===== config.mk =====
export PLATFORM = sky130hd
export DESIGN_NAME = kway_sorted_merge
export DESIGN_NICKNAME = d
export VERILOG_FILES = /design/src/hdl/kwsm_pkg.sv /design/src/hdl/kwsm_ctrl.sv /design/src/hdl/kwsm_dpath.sv /design/src/hdl/kway_sorted_merge.sv
export SDC_FILE = /design/constraint.sdc
export NUM_CORES = 1
export LEC_CHECK = 0
export ABC_AREA = 0
export BUFFER_PORTS_ARGS = -buffer_cell sky130_fd_sc_hd__buf_4
export CORE_MARGIN = 2
export CORE_UTILIZATION = 60
export CTS_BUF_LIST = sky130_fd_sc_hd__clkbuf_8
export DETAILED_ROUTE_END_ITERATION = 16
export HOLD_SLACK_MARGIN = 0.12
export PLACE_DENSITY = 0.76
export SYNTH_ARGS = -nofsm -noshare
export SYNTH_HDL_FRONTEND = slang
export SYNTH_SLANG_ARGS = --single-unit

===== constraint.sdc =====
create_clock -name clk -period 37.9 [get_ports clk]
set_input_delay 7.58 -clock clk [delete_from_list [all_inputs] [get_ports clk]]
set_output_delay 7.58 -clock clk [all_outputs]
set_load 0.05 [all_outputs]

===== src/hdl/kwsm_pkg.sv =====
// Package for the k-way sorted merge: field widths, register and command codes,
// controller state type and the command/status structs between the modules.
// No dependencies.
package kwsm_pkg;

  // Fixed widths of the port fields
  localparam int SRC_W      = 3;
  localparam int KEY_W      = 32;
  localparam int PAY_W      = 32;
  localparam int SIU_W      = 4;
  localparam int CFG_IDX_W  = 3;
  localparam int CFG_DATA_W = 4;

  // Defaults for the top-level parameters
  localparam int SOURCES_DEF       = 8;
  localparam int KEY_WIDTH_DEF     = 32;
  localparam int PAYLOAD_WIDTH_DEF = 32;

  // Configuration register indexes
  localparam logic [CFG_IDX_W-1:0] REG_SOURCES_IN_USE  = 3'd0;
  localparam logic [CFG_IDX_W-1:0] REG_KEY0_DESCENDING = 3'd1;
  localparam logic [CFG_IDX_W-1:0] REG_KEY0_NULLS_LAST = 3'd2;
  localparam logic [CFG_IDX_W-1:0] REG_KEY1_DESCENDING = 3'd3;
  localparam logic [CFG_IDX_W-1:0] REG_KEY1_NULLS_LAST = 3'd4;

  // Item commands
  localparam logic CMD_PUSH = 1'b0;
  localparam logic CMD_END  = 1'b1;

  typedef enum logic [2:0] {
    ST_IDLE,
    ST_CHECK,
    ST_SCAN,
    ST_DRAIN,
    ST_EMIT
  } state_t;

  typedef struct packed {
    logic [SIU_W-1:0] sources_in_use;
    logic             key0_descending;
    logic             key0_nulls_last;
    logic             key1_descending;
    logic             key1_nulls_last;
  } cfg_t;

  typedef struct packed {
    logic accept;     // take the item on the input ports
    logic scan_init;  // clear the running best, rewind the scan
    logic scan_step;  // read one head and advance
    logic emit;       // present the best head and free its slot
  } dp_cmd_t;

  typedef struct packed {
    logic merge_ready;  // every source in use holds a head or has ended, one is held
    logic scan_last;    // the scan address is the last source in use
  } dp_stat_t;

endpackage


===== src/hdl/kwsm_ctrl.sv =====
// Controller of the k-way sorted merge: sequences check, scan and emit.
// Depends on kwsm_pkg.
module kwsm_ctrl (
  input  logic              clk,
  input  logic              rst,
  input  logic              start,
  input  kwsm_pkg::dp_stat_t stat,
  output kwsm_pkg::dp_cmd_t  cmd,
  output logic              busy
);
  import kwsm_pkg::*;

  state_t state, state_next;

  always_ff @(posedge clk) begin
    if (rst) begin
      state <= ST_IDLE;
    end else begin
      state <= state_next;
    end
  end

  always_comb begin
    state_next = state;
    cmd        = '0;
    busy       = (state != ST_IDLE);
    case (state)
      ST_IDLE: begin
        if (start) begin
          cmd.accept = 1'b1;
          state_next = ST_CHECK;
        end
      end
      ST_CHECK: begin
        if (stat.merge_ready) begin
          cmd.scan_init = 1'b1;
          state_next    = ST_SCAN;
        end else begin
          state_next = ST_IDLE;
        end
      end
      ST_SCAN: begin
        cmd.scan_step = 1'b1;
        if (stat.scan_last) begin
          state_next = ST_DRAIN;
        end
      end
      ST_DRAIN: begin
        // last head read is compared in this cycle
        state_next = ST_EMIT;
      end
      ST_EMIT: begin
        cmd.emit   = 1'b1;
        state_next = ST_IDLE;
      end
      default: begin
        state_next = ST_IDLE;
      end
    endcase
  end

endmodule


===== src/hdl/kwsm_dpath.sv =====
// Datapath of the k-way sorted merge: head memory, valid/ended flags,
// scan address, head comparator and running best. Depends on kwsm_pkg.
module kwsm_dpath #(
  parameter int SOURCES       = kwsm_pkg::SOURCES_DEF,
  parameter int KEY_WIDTH     = kwsm_pkg::KEY_WIDTH_DEF,
  parameter int PAYLOAD_WIDTH = kwsm_pkg::PAYLOAD_WIDTH_DEF
) (
  input  logic                        clk,
  input  logic                        rst,
  input  kwsm_pkg::cfg_t              cfg,
  input  kwsm_pkg::dp_cmd_t           cmd,
  output kwsm_pkg::dp_stat_t          stat,
  input  logic                        command,
  input  logic [kwsm_pkg::SRC_W-1:0]  source,
  input  logic [kwsm_pkg::KEY_W-1:0]  key0,
  input  logic                        key0_null,
  input  logic [kwsm_pkg::KEY_W-1:0]  key1,
  input  logic                        key1_null,
  input  logic [kwsm_pkg::PAY_W-1:0]  payload,
  output logic [kwsm_pkg::SRC_W-1:0]  out_source,
  output logic [kwsm_pkg::KEY_W-1:0]  out_key0,
  output logic                        out_key0_null,
  output logic [kwsm_pkg::KEY_W-1:0]  out_key1,
  output logic                        out_key1_null,
  output logic [kwsm_pkg::PAY_W-1:0]  out_payload
);
  import kwsm_pkg::*;

  localparam int IDX_W  = (SOURCES > 1) ? $clog2(SOURCES) : 1;
  localparam int CNT_W  = $clog2(SOURCES + 1);
  localparam int HEAD_W = 2 * KEY_WIDTH + 2 + PAYLOAD_WIDTH;
  localparam int EXT_W  = 64;

  typedef struct packed {
    logic [KEY_WIDTH-1:0]     k0;
    logic [KEY_WIDTH-1:0]     k1;
    logic                     n0;
    logic                     n1;
    logic [PAYLOAD_WIDTH-1:0] pay;
  } head_t;

  // {before, equal} for one key column
  function automatic logic [1:0] col_cmp(
    input logic [KEY_WIDTH-1:0] va,
    input logic                 na,
    input logic [KEY_WIDTH-1:0] vb,
    input logic                 nb,
    input logic                 desc,
    input logic                 nulls_last
  );
    logic [1:0] r;
    if (na && nb) begin
      r = 2'b01;
    end else if (na) begin
      r = {!nulls_last, 1'b0};
    end else if (nb) begin
      r = {nulls_last, 1'b0};
    end else if (va == vb) begin
      r = 2'b01;
    end else if (va < vb) begin
      r = {!desc, 1'b0};
    end else begin
      r = {desc, 1'b0};
    end
    return r;
  endfunction

  logic [SOURCES-1:0] head_valid;
  logic [SOURCES-1:0] source_ended;
  logic [SOURCES-1:0] in_use;
  logic [HEAD_W-1:0]  head_mem [SOURCES];

  logic [CNT_W-1:0] n_eff;
  logic [IDX_W-1:0] wr_idx;
  logic             src_in_use;
  logic             do_push;
  head_t            wr_head;

  logic [IDX_W-1:0]  scan_idx;
  logic [IDX_W-1:0]  rd_idx;
  logic              rd_vld;
  logic              cmp_en;
  logic [HEAD_W-1:0] rd_data;
  head_t             rd_head;

  logic             best_found;
  logic [IDX_W-1:0] best_idx;
  head_t            best;
  logic [1:0]       c0;
  logic [1:0]       c1;
  logic             rd_before;

  logic [EXT_W-1:0] k0_ext;
  logic [EXT_W-1:0] k1_ext;
  logic [EXT_W-1:0] pay_ext;

  // Effective source count: zero acts as one, clamp to SOURCES
  always_comb begin
    if (cfg.sources_in_use == '0) begin
      n_eff = CNT_W'(1);
    end else if (int'(cfg.sources_in_use) > SOURCES) begin
      n_eff = CNT_W'(SOURCES);
    end else begin
      n_eff = CNT_W'(cfg.sources_in_use);
    end
    for (int i = 0; i < SOURCES; i++) begin
      in_use[i] = (i < int'(n_eff));
    end
  end

  assign wr_idx     = IDX_W'(source);
  assign src_in_use = (int'(source) < int'(n_eff));
  assign do_push    = cmd.accept && src_in_use && (command == CMD_PUSH) &&
                      !source_ended[wr_idx];

  assign wr_head.k0  = KEY_WIDTH'(key0);
  assign wr_head.k1  = KEY_WIDTH'(key1);
  assign wr_head.n0  = key0_null;
  assign wr_head.n1  = key1_null;
  assign wr_head.pay = PAYLOAD_WIDTH'(payload);

  assign stat.merge_ready = (&(head_valid | source_ended | ~in_use)) &&
                            (|(head_valid & in_use));
  assign stat.scan_last   = ((CNT_W'(scan_idx) + CNT_W'(1)) == n_eff);

  always_ff @(posedge clk) begin
    if (rst) begin
      head_valid   <= '0;
      source_ended <= '0;
    end else begin
      if (cmd.accept && src_in_use) begin
        if (command == CMD_END) begin
          source_ended[wr_idx] <= 1'b1;
        end else if (!source_ended[wr_idx]) begin
          head_valid[wr_idx] <= 1'b1;
        end
      end
      if (cmd.emit) begin
        head_valid[best_idx] <= 1'b0;
      end
    end
  end

  // Head memory: write on push, registered read during the scan
  always_ff @(posedge clk) begin
    if (do_push) begin
      head_mem[wr_idx] <= wr_head;
    end
    rd_data <= head_mem[scan_idx];
  end

  assign rd_head = rd_data;

  always_ff @(posedge clk) begin
    rd_idx <= scan_idx;
    rd_vld <= head_valid[scan_idx];
  end

  always_ff @(posedge clk) begin
    if (rst) begin
      scan_idx <= '0;
      cmp_en   <= 1'b0;
    end else begin
      cmp_en <= cmd.scan_step;
      if (cmd.scan_init) begin
        scan_idx <= '0;
      end else if (cmd.scan_step) begin
        scan_idx <= scan_idx + IDX_W'(1);
      end
    end
  end

  always_comb begin
    c0 = col_cmp(rd_head.k0, rd_head.n0, best.k0, best.n0,
                 cfg.key0_descending, cfg.key0_nulls_last);
    c1 = col_cmp(rd_head.k1, rd_head.n1, best.k1, best.n1,
                 cfg.key1_descending, cfg.key1_nulls_last);
    // strict: on a full tie keep the lower index already held
    rd_before = c0[1] || (c0[0] && c1[1]);
  end

  always_ff @(posedge clk) begin
    if (rst) begin
      best_found <= 1'b0;
    end else if (cmd.scan_init) begin
      best_found <= 1'b0;
    end else if (cmp_en && rd_vld) begin
      best_found <= 1'b1;
    end
  end

  always_ff @(posedge clk) begin
    if (cmp_en && rd_vld && (!best_found || rd_before)) begin
      best     <= rd_head;
      best_idx <= rd_idx;
    end
  end

  assign k0_ext  = EXT_W'(best.k0);
  assign k1_ext  = EXT_W'(best.k1);
  assign pay_ext = EXT_W'(best.pay);

  assign out_source    = SRC_W'(best_idx);
  assign out_key0      = k0_ext[KEY_W-1:0];
  assign out_key0_null = best.n0;
  assign out_key1      = k1_ext[KEY_W-1:0];
  assign out_key1_null = best.n1;
  assign out_payload   = pay_ext[PAY_W-1:0];

endmodule


===== src/hdl/kway_sorted_merge.sv =====
// Top level of the k-way sorted merge: configuration registers, controller
// and datapath. Depends on kwsm_pkg, kwsm_ctrl and kwsm_dpath.
//
//  channel   handshake               fields
//  -------   ---------------------   ---------------------------------------
//  item in   start & !busy           command source key0 key0_null key1
//                                    key1_null payload
//  result    result_strobe (1 cycle) out_source out_key0 out_key0_null
//                                    out_key1 out_key1_null out_payload
//  config    cfg_valid & cfg_ready   cfg_index cfg_data
//
// An item that releases no result keeps busy high only in the check state.
// An item that releases a result keeps busy high through check, scan, drain and
// emit: the scan reads the heads of the n effective sources_in_use through the
// single read port of the head memory, drain compares, emit raises the strobe.
// Reset clears the valid and ended flags and loads the register defaults.
// The receiver cannot stall; cfg_ready is always high.
module kway_sorted_merge #(
  parameter int SOURCES       = kwsm_pkg::SOURCES_DEF,
  parameter int KEY_WIDTH     = kwsm_pkg::KEY_WIDTH_DEF,
  parameter int PAYLOAD_WIDTH = kwsm_pkg::PAYLOAD_WIDTH_DEF
) (
  input  logic                             clk,
  input  logic                             rst,
  input  logic                             start,
  output logic                             busy,
  input  logic                             command,
  input  logic [kwsm_pkg::SRC_W-1:0]       source,
  input  logic [kwsm_pkg::KEY_W-1:0]       key0,
  input  logic                             key0_null,
  input  logic [kwsm_pkg::KEY_W-1:0]       key1,
  input  logic                             key1_null,
  input  logic [kwsm_pkg::PAY_W-1:0]       payload,
  output logic                             result_strobe,
  output logic [kwsm_pkg::SRC_W-1:0]       out_source,
  output logic [kwsm_pkg::KEY_W-1:0]       out_key0,
  output logic                             out_key0_null,
  output logic [kwsm_pkg::KEY_W-1:0]       out_key1,
  output logic                             out_key1_null,
  output logic [kwsm_pkg::PAY_W-1:0]       out_payload,
  input  logic                             cfg_valid,
  output logic                             cfg_ready,
  input  logic [kwsm_pkg::CFG_IDX_W-1:0]   cfg_index,
  input  logic [kwsm_pkg::CFG_DATA_W-1:0]  cfg_data
);
  import kwsm_pkg::*;

  cfg_t     cfg;
  dp_cmd_t  cmd;
  dp_stat_t stat;

  assign cfg_ready = 1'b1;

  always_ff @(posedge clk) begin
    if (rst) begin
      cfg.sources_in_use  <= SIU_W'(8);
      cfg.key0_descending <= 1'b0;
      cfg.key0_nulls_last <= 1'b0;
      cfg.key1_descending <= 1'b0;
      cfg.key1_nulls_last <= 1'b0;
    end else if (cfg_valid && cfg_ready) begin
      case (cfg_index)
        REG_SOURCES_IN_USE:  cfg.sources_in_use  <= cfg_data;
        REG_KEY0_DESCENDING: cfg.key0_descending <= cfg_data[0];
        REG_KEY0_NULLS_LAST: cfg.key0_nulls_last <= cfg_data[0];
        REG_KEY1_DESCENDING: cfg.key1_descending <= cfg_data[0];
        REG_KEY1_NULLS_LAST: cfg.key1_nulls_last <= cfg_data[0];
        default: begin
        end
      endcase
    end
  end

  kwsm_ctrl u_ctrl (
    .clk   (clk),
    .rst   (rst),
    .start (start),
    .stat  (stat),
    .cmd   (cmd),
    .busy  (busy)
  );

  kwsm_dpath #(
    .SOURCES       (SOURCES),
    .KEY_WIDTH     (KEY_WIDTH),
    .PAYLOAD_WIDTH (PAYLOAD_WIDTH)
  ) u_dpath (
    .clk           (clk),
    .rst           (rst),
    .cfg           (cfg),
    .cmd           (cmd),
    .stat          (stat),
    .command       (command),
    .source        (source),
    .key0          (key0),
    .key0_null     (key0_null),
    .key1          (key1),
    .key1_null     (key1_null),
    .payload       (payload),
    .out_source    (out_source),
    .out_key0      (out_key0),
    .out_key0_null (out_key0_null),
    .out_key1      (out_key1),
    .out_key1_null (out_key1_null),
    .out_payload   (out_payload)
  );

  assign result_strobe = cmd.emit;

  // A result only comes out of a running merge, and frees the block after it
  a_strobe_busy: assert property (@(posedge clk) disable iff (rst)
    result_strobe |-> busy)
    else $error("result strobe while idle");

  a_strobe_release: assert property (@(posedge clk) disable iff (rst)
    result_strobe |=> !busy)
    else $error("busy held after a result");

  a_accept_busy: assert property (@(posedge clk) disable iff (rst)
    (start && !busy) |=> (busy && !result_strobe))
    else $error("taken item did not start the merge check");

endmodule

==> impl_metrics.yaml, run 1 <==
sta:
  holdWs_ns: 0.4021
  timing.final.ws_setup_ns: 27.52
  period_needed_ns: 10.38
  rsz0062_at_grt: "no"
  setup_viol: 0
  fin_setup_tns_ns: 0
  fmax_mhz: 96.34
  slew_violations: 0
  hold_violations: 0
  tightestPinTransition_ns: 1.122
  min_period_over_period_pct: 27.39
  slew_headroom_pct: 25.19
  finClkSkew_ns: 0.03584
grt:
  grt_max_degree: 67
  grt.overflow.total: 0
  grt_use_total_pct: 23.65
  grt_pass1_wl_um: 112000
  antenna_found_initial: 16
  grt_pass1_vias: 19031
synth:
  synthCells: 1784
  ys_top_cells_by_area: "edfxtp_1, mux4_2, dfxtp_1, mux2_2, ha_1"
  synth_simple_gate_area_share_pct: 2.013
  synthArstFlopShare_pct: 0
  yosysWarnings: 0
  synth_top_family_by_area: "multiplexers"
  synth_ff_type: "edfxtp_1"
  yosysSeqAreaShare_pct: 77.29
  synth_compound_area_share_pct: 1.881
  yosysTopAreaCell: "edfxtp_1"
  synth_seq_cells: 1019
  synthAdderAreaFrac_pct: 2.215
  synth-edff-count: 885
  syn_area_um2: 37850
  postSynthAreaPerCell_um2: 21.22
  post_synth_num_cell_types: 59
  muxShareOfSynthArea_pct: 15.00
  synth-xor-area-share_pct: 0.1157
  synth_common_cells: "edfxtp_1, mux4_2, dfxtp_1"
  synth_most_common_cell: "edfxtp_1"
  netlist.area_leader.share_pct: 70.21
  syn-num-nets: 1964
clock_network:
  cts_buffer_depth: 3
  cts_hold_buf: 0
  cts_buffers: 155
  clkTransAtPathRegs_ns: 0.06
  h-tree-depth: 4
  cts_resized: 0
  cts_tree: "done"
  root_buffer: "clkbuf_8"
  post_cts_buffers: 0
  clk_latency_ns: 0.79
  clock_sinks: 1019
detailed_routing:
  drt-vias-per-instance: 5.887
  routed_wl_um: 74840
  vias: 18184
  ant_nets: 0
  drt_iter0_markers: 1663
  dr.pass1.iters: 5
  wl_per_cell_um: 24.23
  route.detailed.drc: 0
setup_path:
  slowest_delay_ns: 0.97
  cp-end-kind: "register"
  critical_path.max_fanout: 53
  reg2reg_slack_ns: 33.51
  slowest_stage: "and4b_4"
  path_class: "primary input to register"
  worstPathRequired_ns: 38.29
  crit_family: "buffers and inverters"
  crit_buf_inv: 2
  arrival_ns: 10.77
  rr_worst_depth: 9
  r2r-start: "u_dpath.out_key1[23]"
  start_kind: "primary input"
  path_common_cell: "buf_4"
  crit_chain: "buf_4, ha_1, a21o_1, a21oi_1, o21a_1, and4b_4, buf_4"
  r2r_end: "u_dpath.out_key1[8]"
placed_design:
  pre_cts_slack_ns: 26.73
  placed_cells: 2795
  gp_congestion: 0.8497
  dp.final_hpwl_um: 42950
  port_buffers: 215
cells_and_area:
  fill_cells: 3780
  drive_gt1_share_pct: 33.72
  nets: 2286
  multi_input_area_um2: 8079
  area_growth_pct: 14.56
  instances_no_fill: 3089
  regArea_um2: 29270
floorplan:
  dieHeight_um: 255.2
  io_pins: 217
  start_util_pct: 60.34
  core_um2: 62740
  die_x_um: 255.2
  die_area_um2: 65110
  row_count: 92
pwr:
  max-vdd-ir-drop_uv: 37.04
  power_density_nw_per_um2: 48.44
  leakage_nw: 14.64
hold_path:
  hold_path_depth: 0
  hp-start: "u_dpath.rd_data[4]"
  hold_end: "u_dpath.out_payload[4]"
  hold_class: "register to register"
job:
  cap_violations: 0
run_status:
  status: "complete, no violations"
[layer usage]
layer	vias up	track usage, %	share of wire [%]
met3	127	6.844	7.2
met4	18	8.404	2.2
met5	-	0	0.15
met2	638	37.22	49
met1	9457	32.10	41
li1	7944	-	-
[logic make-up (layout without fill, tap and decap cells)]
kind of cell	Yosys count	after routing
AOI/OAI and AO/OA	108	108
xor gates and xnor gates	5	5
adders and majority gates	67	67
buffers and inverters	139	591
DFF	1019	1019
muxes	305	305
other	1	8
and+or+nand+nor	140	140
[final cells by class]
class	count	area share, %
well taps	846	2.441
clock buffers	172	5.459
clock inverters	115	1.270
inverters	71	0.6261
flip-flops and latches	1019	67.50
diodes	7	0.04040
repair buffers	233	4.034
multi-input cells	626	18.63
[state kept, by name, summed over array words and instances, names as in the netlist]
| register | cells |
|---|---|
| cfg | 8 |
| u_ctrl.state | 3 |
| u_dpath.best_found | 1 |
| u_dpath.cmp_en | 1 |
| u_dpath.head_mem | 784 |
| u_dpath.head_valid | 8 |
| u_dpath.out_key0 | 32 |
| u_dpath.out_key0_null | 1 |
| u_dpath.out_key1 | 32 |
| u_dpath.out_key1_null | 1 |
| u_dpath.out_payload | 32 |
| u_dpath.out_source | 3 |
| u_dpath.rd_data | 98 |
| u_dpath.rd_idx | 3 |
| u_dpath.rd_vld | 1 |
| u_dpath.scan_idx | 3 |
| u_dpath.source_ended | 8 |
[stage by stage]
| stage | instance area, µm² | utilization [%] | power (mW) |
|---|---|---|---|
| final | 43360 | 69.12 | 2.101 |
| after global routing | 43360 | 69.12 | 2.171 |
| after CTS | 43350 | 69.09 | 2.119 |
| after detailed placement | 40430 | 64.44 | 1.292 |
| after global placement | 40430 | 64.44 | 1.289 |
| after floorplan | 37850 | - | 1.268 |
[report_power, final]
part | switching, mW | total [mW] | internal [mW]
combinational | 0.0233 | 0.0372 | 0.0139
clock | 0.401 | 0.832 | 0.431
sequential | 0.00348 | 1.23 | 1.23
[cell usage in the layout, fill, tap and decap left out, types with 3 or more instances in the layout]
cell type   instances
buf_4             233
a31oi_1             9
a221oi_1            5
a211oi_1            3
nand4b_1            3
nor4bb_1            3
mux4_2            200
nand2b_1            4
o32ai_1             3
diode_2             7
mux2i_1             6
a21oi_1            41
dfxtp_4             3
clkinvlp_4          5
inv_1             118
ha_1               67
and2_1              4
clkinv_2           22
nor2b_1            11
nand3_1            16
dfxtp_1           131
inv_6               3
o21ai_0             7
a211o_1             3
nor4_1              4
nand4_1            11
xor2_1              3
nand2_1            23
nor2_1             39
mux2_2             99
nor3b_1             4
o21a_1             10
clkbuf_8          172
nor3_1              7
clkinv_1           32
a21o_1              4
edfxtp_1          885
[worst max path at each step]
stage / from / endpoint / slack, ns / depth (start not counted)
finish: source[1] / u_dpath.head_mem[2][28] / 27.52 / 7
global route: source[1] / u_dpath.head_mem[2][28] / 27.38 / 7
CTS: source[1] / u_dpath.head_mem[2][28] / 27.55 / 7
detailed placement: source[1] / u_dpath.head_mem[2][31] / 26.73 / 7
global placement: source[1] / u_dpath.head_mem[2][31] / 26.80 / 7
floorplan: source[1] / u_dpath.head_mem[0][0] / 19.30 / 5
[worst register-to-register path, delay by kind of cell, from the launching register on]
kind / cells / cell delay, ns
flops: 1 / 0.44
simple gates: 2 / 1.00
fa+ha+maj: 1 / 0.34
compound gates: 4 / 1.19
buf+inv: 2 / 0.99
No activity file was read; power rests on OpenSTA's default activity.
==> inputs of run 2 (changes only) <==
- clock period: 37.9 -> 10.8 ns (I/O delays scaled with it)
==> impl_metrics.yaml, run 2 (same netlist as run 1, synthesis figures left out) <==
cells_and_area:
  final_cell_mix: "edfxtp_1, buf_4, mux4_2"
  top_regs: "u_dpath.head_mem (784), u_dpath.rd_data (98)"
  largest_reg_flops: 784
  fill_cells: 3842
  area_growth_pct: 14.81
  nets: 2283
  regMostFlops: "u_dpath.head_mem"
  final_common_cell: "edfxtp_1"
  drive_gt1_share_pct: 33.27
grt:
  grt_pass1_wl_um: 112600
  antenna_found_initial: 11
  grt_pass1_vias: 18859
  grt_use_total_pct: 23.72
  grt.overflow.total: 0
  grt_max_degree: 137
sta:
  timing.final.ws_setup_ns: 5.819
  period_needed_ns: 4.981
  tightestPinTransition_ns: 1.248
  min_period_over_period_pct: 46.12
  slew_headroom_pct: 16.82
  fin_setup_tns_ns: 0
  fmax_mhz: 200.8
  setup_viol: 0
  rsz0062_at_grt: "no"
  finClkSkew_ns: 0.02473
  slew_violations: 0
  hold_violations: 0
clock_network:
  cts_tree: "done"
  clock_sinks: 1019
  h-tree-depth: 4
  cts_buffer_depth: 3
  cts_resized: 0
  clkTransAtPathRegs_ns: 0.06
  cts_buffers: 155
  clk_latency_ns: 0.79
  post_cts_buffers: 0
  cts_hold_buf: 0
  root_buffer: "clkbuf_8"
pwr:
  power_density_nw_per_um2: 171.6
  total_power_mw: 7.459
  leakage_nw: 14.77
  max-vdd-ir-drop_uv: 120.7
floorplan:
  row_count: 92
  io_pins: 217
  core_um2: 62740
  start_util_pct: 60.34
  die_x_um: 255.2
  dieHeight_um: 255.2
  die_area_um2: 65110
hold_path:
  hold_class: "register to register"
run_status:
  status: "complete, no violations"
placed_design:
  port_buffers: 215
  pre_cts_slack_ns: 4.987
  dp.final_hpwl_um: 43760
  gp_congestion: 0.8132
setup_path:
  arrival_ns: 5.38
  cp-end-kind: "register"
  critical_path.max_fanout: 40
  start_kind: "primary input"
  reg2reg_slack_ns: 6.57
  worstPathRequired_ns: 11.20
  path_class: "primary input to register"
detailed_routing:
  drt_iter0_markers: 1459
  drt-vias-per-instance: 5.834
  wl_per_cell_um: 24.30
  dr.pass1.iters: 5
  ant_nets: 0
  route.detailed.drc: 0
  vias: 18004
  routed_wl_um: 74990
job:
  cap_violations: 0
==> run 2: cell types whose count changed in the layout (fill, tap and decap cells not counted), sizes merged <==
| cell | delta |
|---|---|
| buf | -3 |
| bufinv | +1 |
| inv | +26 |
| diode | -3 |
| clkinvlp | -3 |
| clkbuf | +9 |
| clkinv | -30 |
==> run 2: power by group <==
| group | switching [mW] | internal (mW) |
|---|---|---|
| Sequential | 0.0122 | 4.31 |
| Combinational | 0.0832 | 0.0489 |
| Clock | 1.41 | 1.60 |
| Total | 1.51 | 5.95 |
==> run 2: final timing paths <==
kind	cells after the start	end	from
setup / recovery	8	u_dpath.head_mem[4][80]	source[1]
setup reg to reg	10	u_dpath.out_payload[21]	u_dpath.out_key0[30]
hold reg to reg	0	u_dpath.out_payload[12]	u_dpath.rd_data[12]
hold / removal	0	u_dpath.out_payload[12]	u_dpath.rd_data[12]
==> run 2: final cells by class <==
| type | count | area [µm²] | area share (%) |
|---|---|---|---|
| inverter | 71 | 276.5 | 0.6362 |
| sequential | 1019 | 29270 | 67.35 |
| multi-input combinational | 626 | 8079 | 18.59 |
| antenna | 4 | 10.01 | 0.02303 |
| timing repair buffer | 230 | 1752 | 4.031 |
| clock buffer | 181 | 2491 | 5.732 |
| clock inverter | 109 | 524.3 | 1.206 |
| tap | 846 | 1059 | 2.436 |
==> run 2: layer usage <==
| layer | track usage (%) | up-vias | share of wire (%) |
|---|---|---|---|
| met5 | 0 | - | 0.095 |
| met3 | 5.970 | 145 | 6.6 |
| li1 | - | 7937 | - |
| met2 | 39.24 | 599 | 51 |
| met1 | 31.27 | 9311 | 41 |
| met4 | 7.803 | 12 | 2.1 |
==> run 2: through the flow <==
stage                     utilization, %  hold WS, ns  cells  instance area [µm²]
after floorplan                        -       0.3519   1784                37860
after global placement             64.45       0.3867   2792                40440
after detailed placement           64.45       0.3895   2792                40440
after CTS                          69.26       0.3967   3082                43450
after global routing               69.27       0.4057   3085                43460
final                              69.28       0.3995   3086                43460
==> run 2: worst max-delay path, cell delays in order <==
cell and delay, ns:
buf_4 0.18, ha_1 0.31, a21o_1 0.16, a21oi_1 0.18
o21a_1 0.44, and4bb_4 0.57, buf_4 0.61, buf_4 0.68
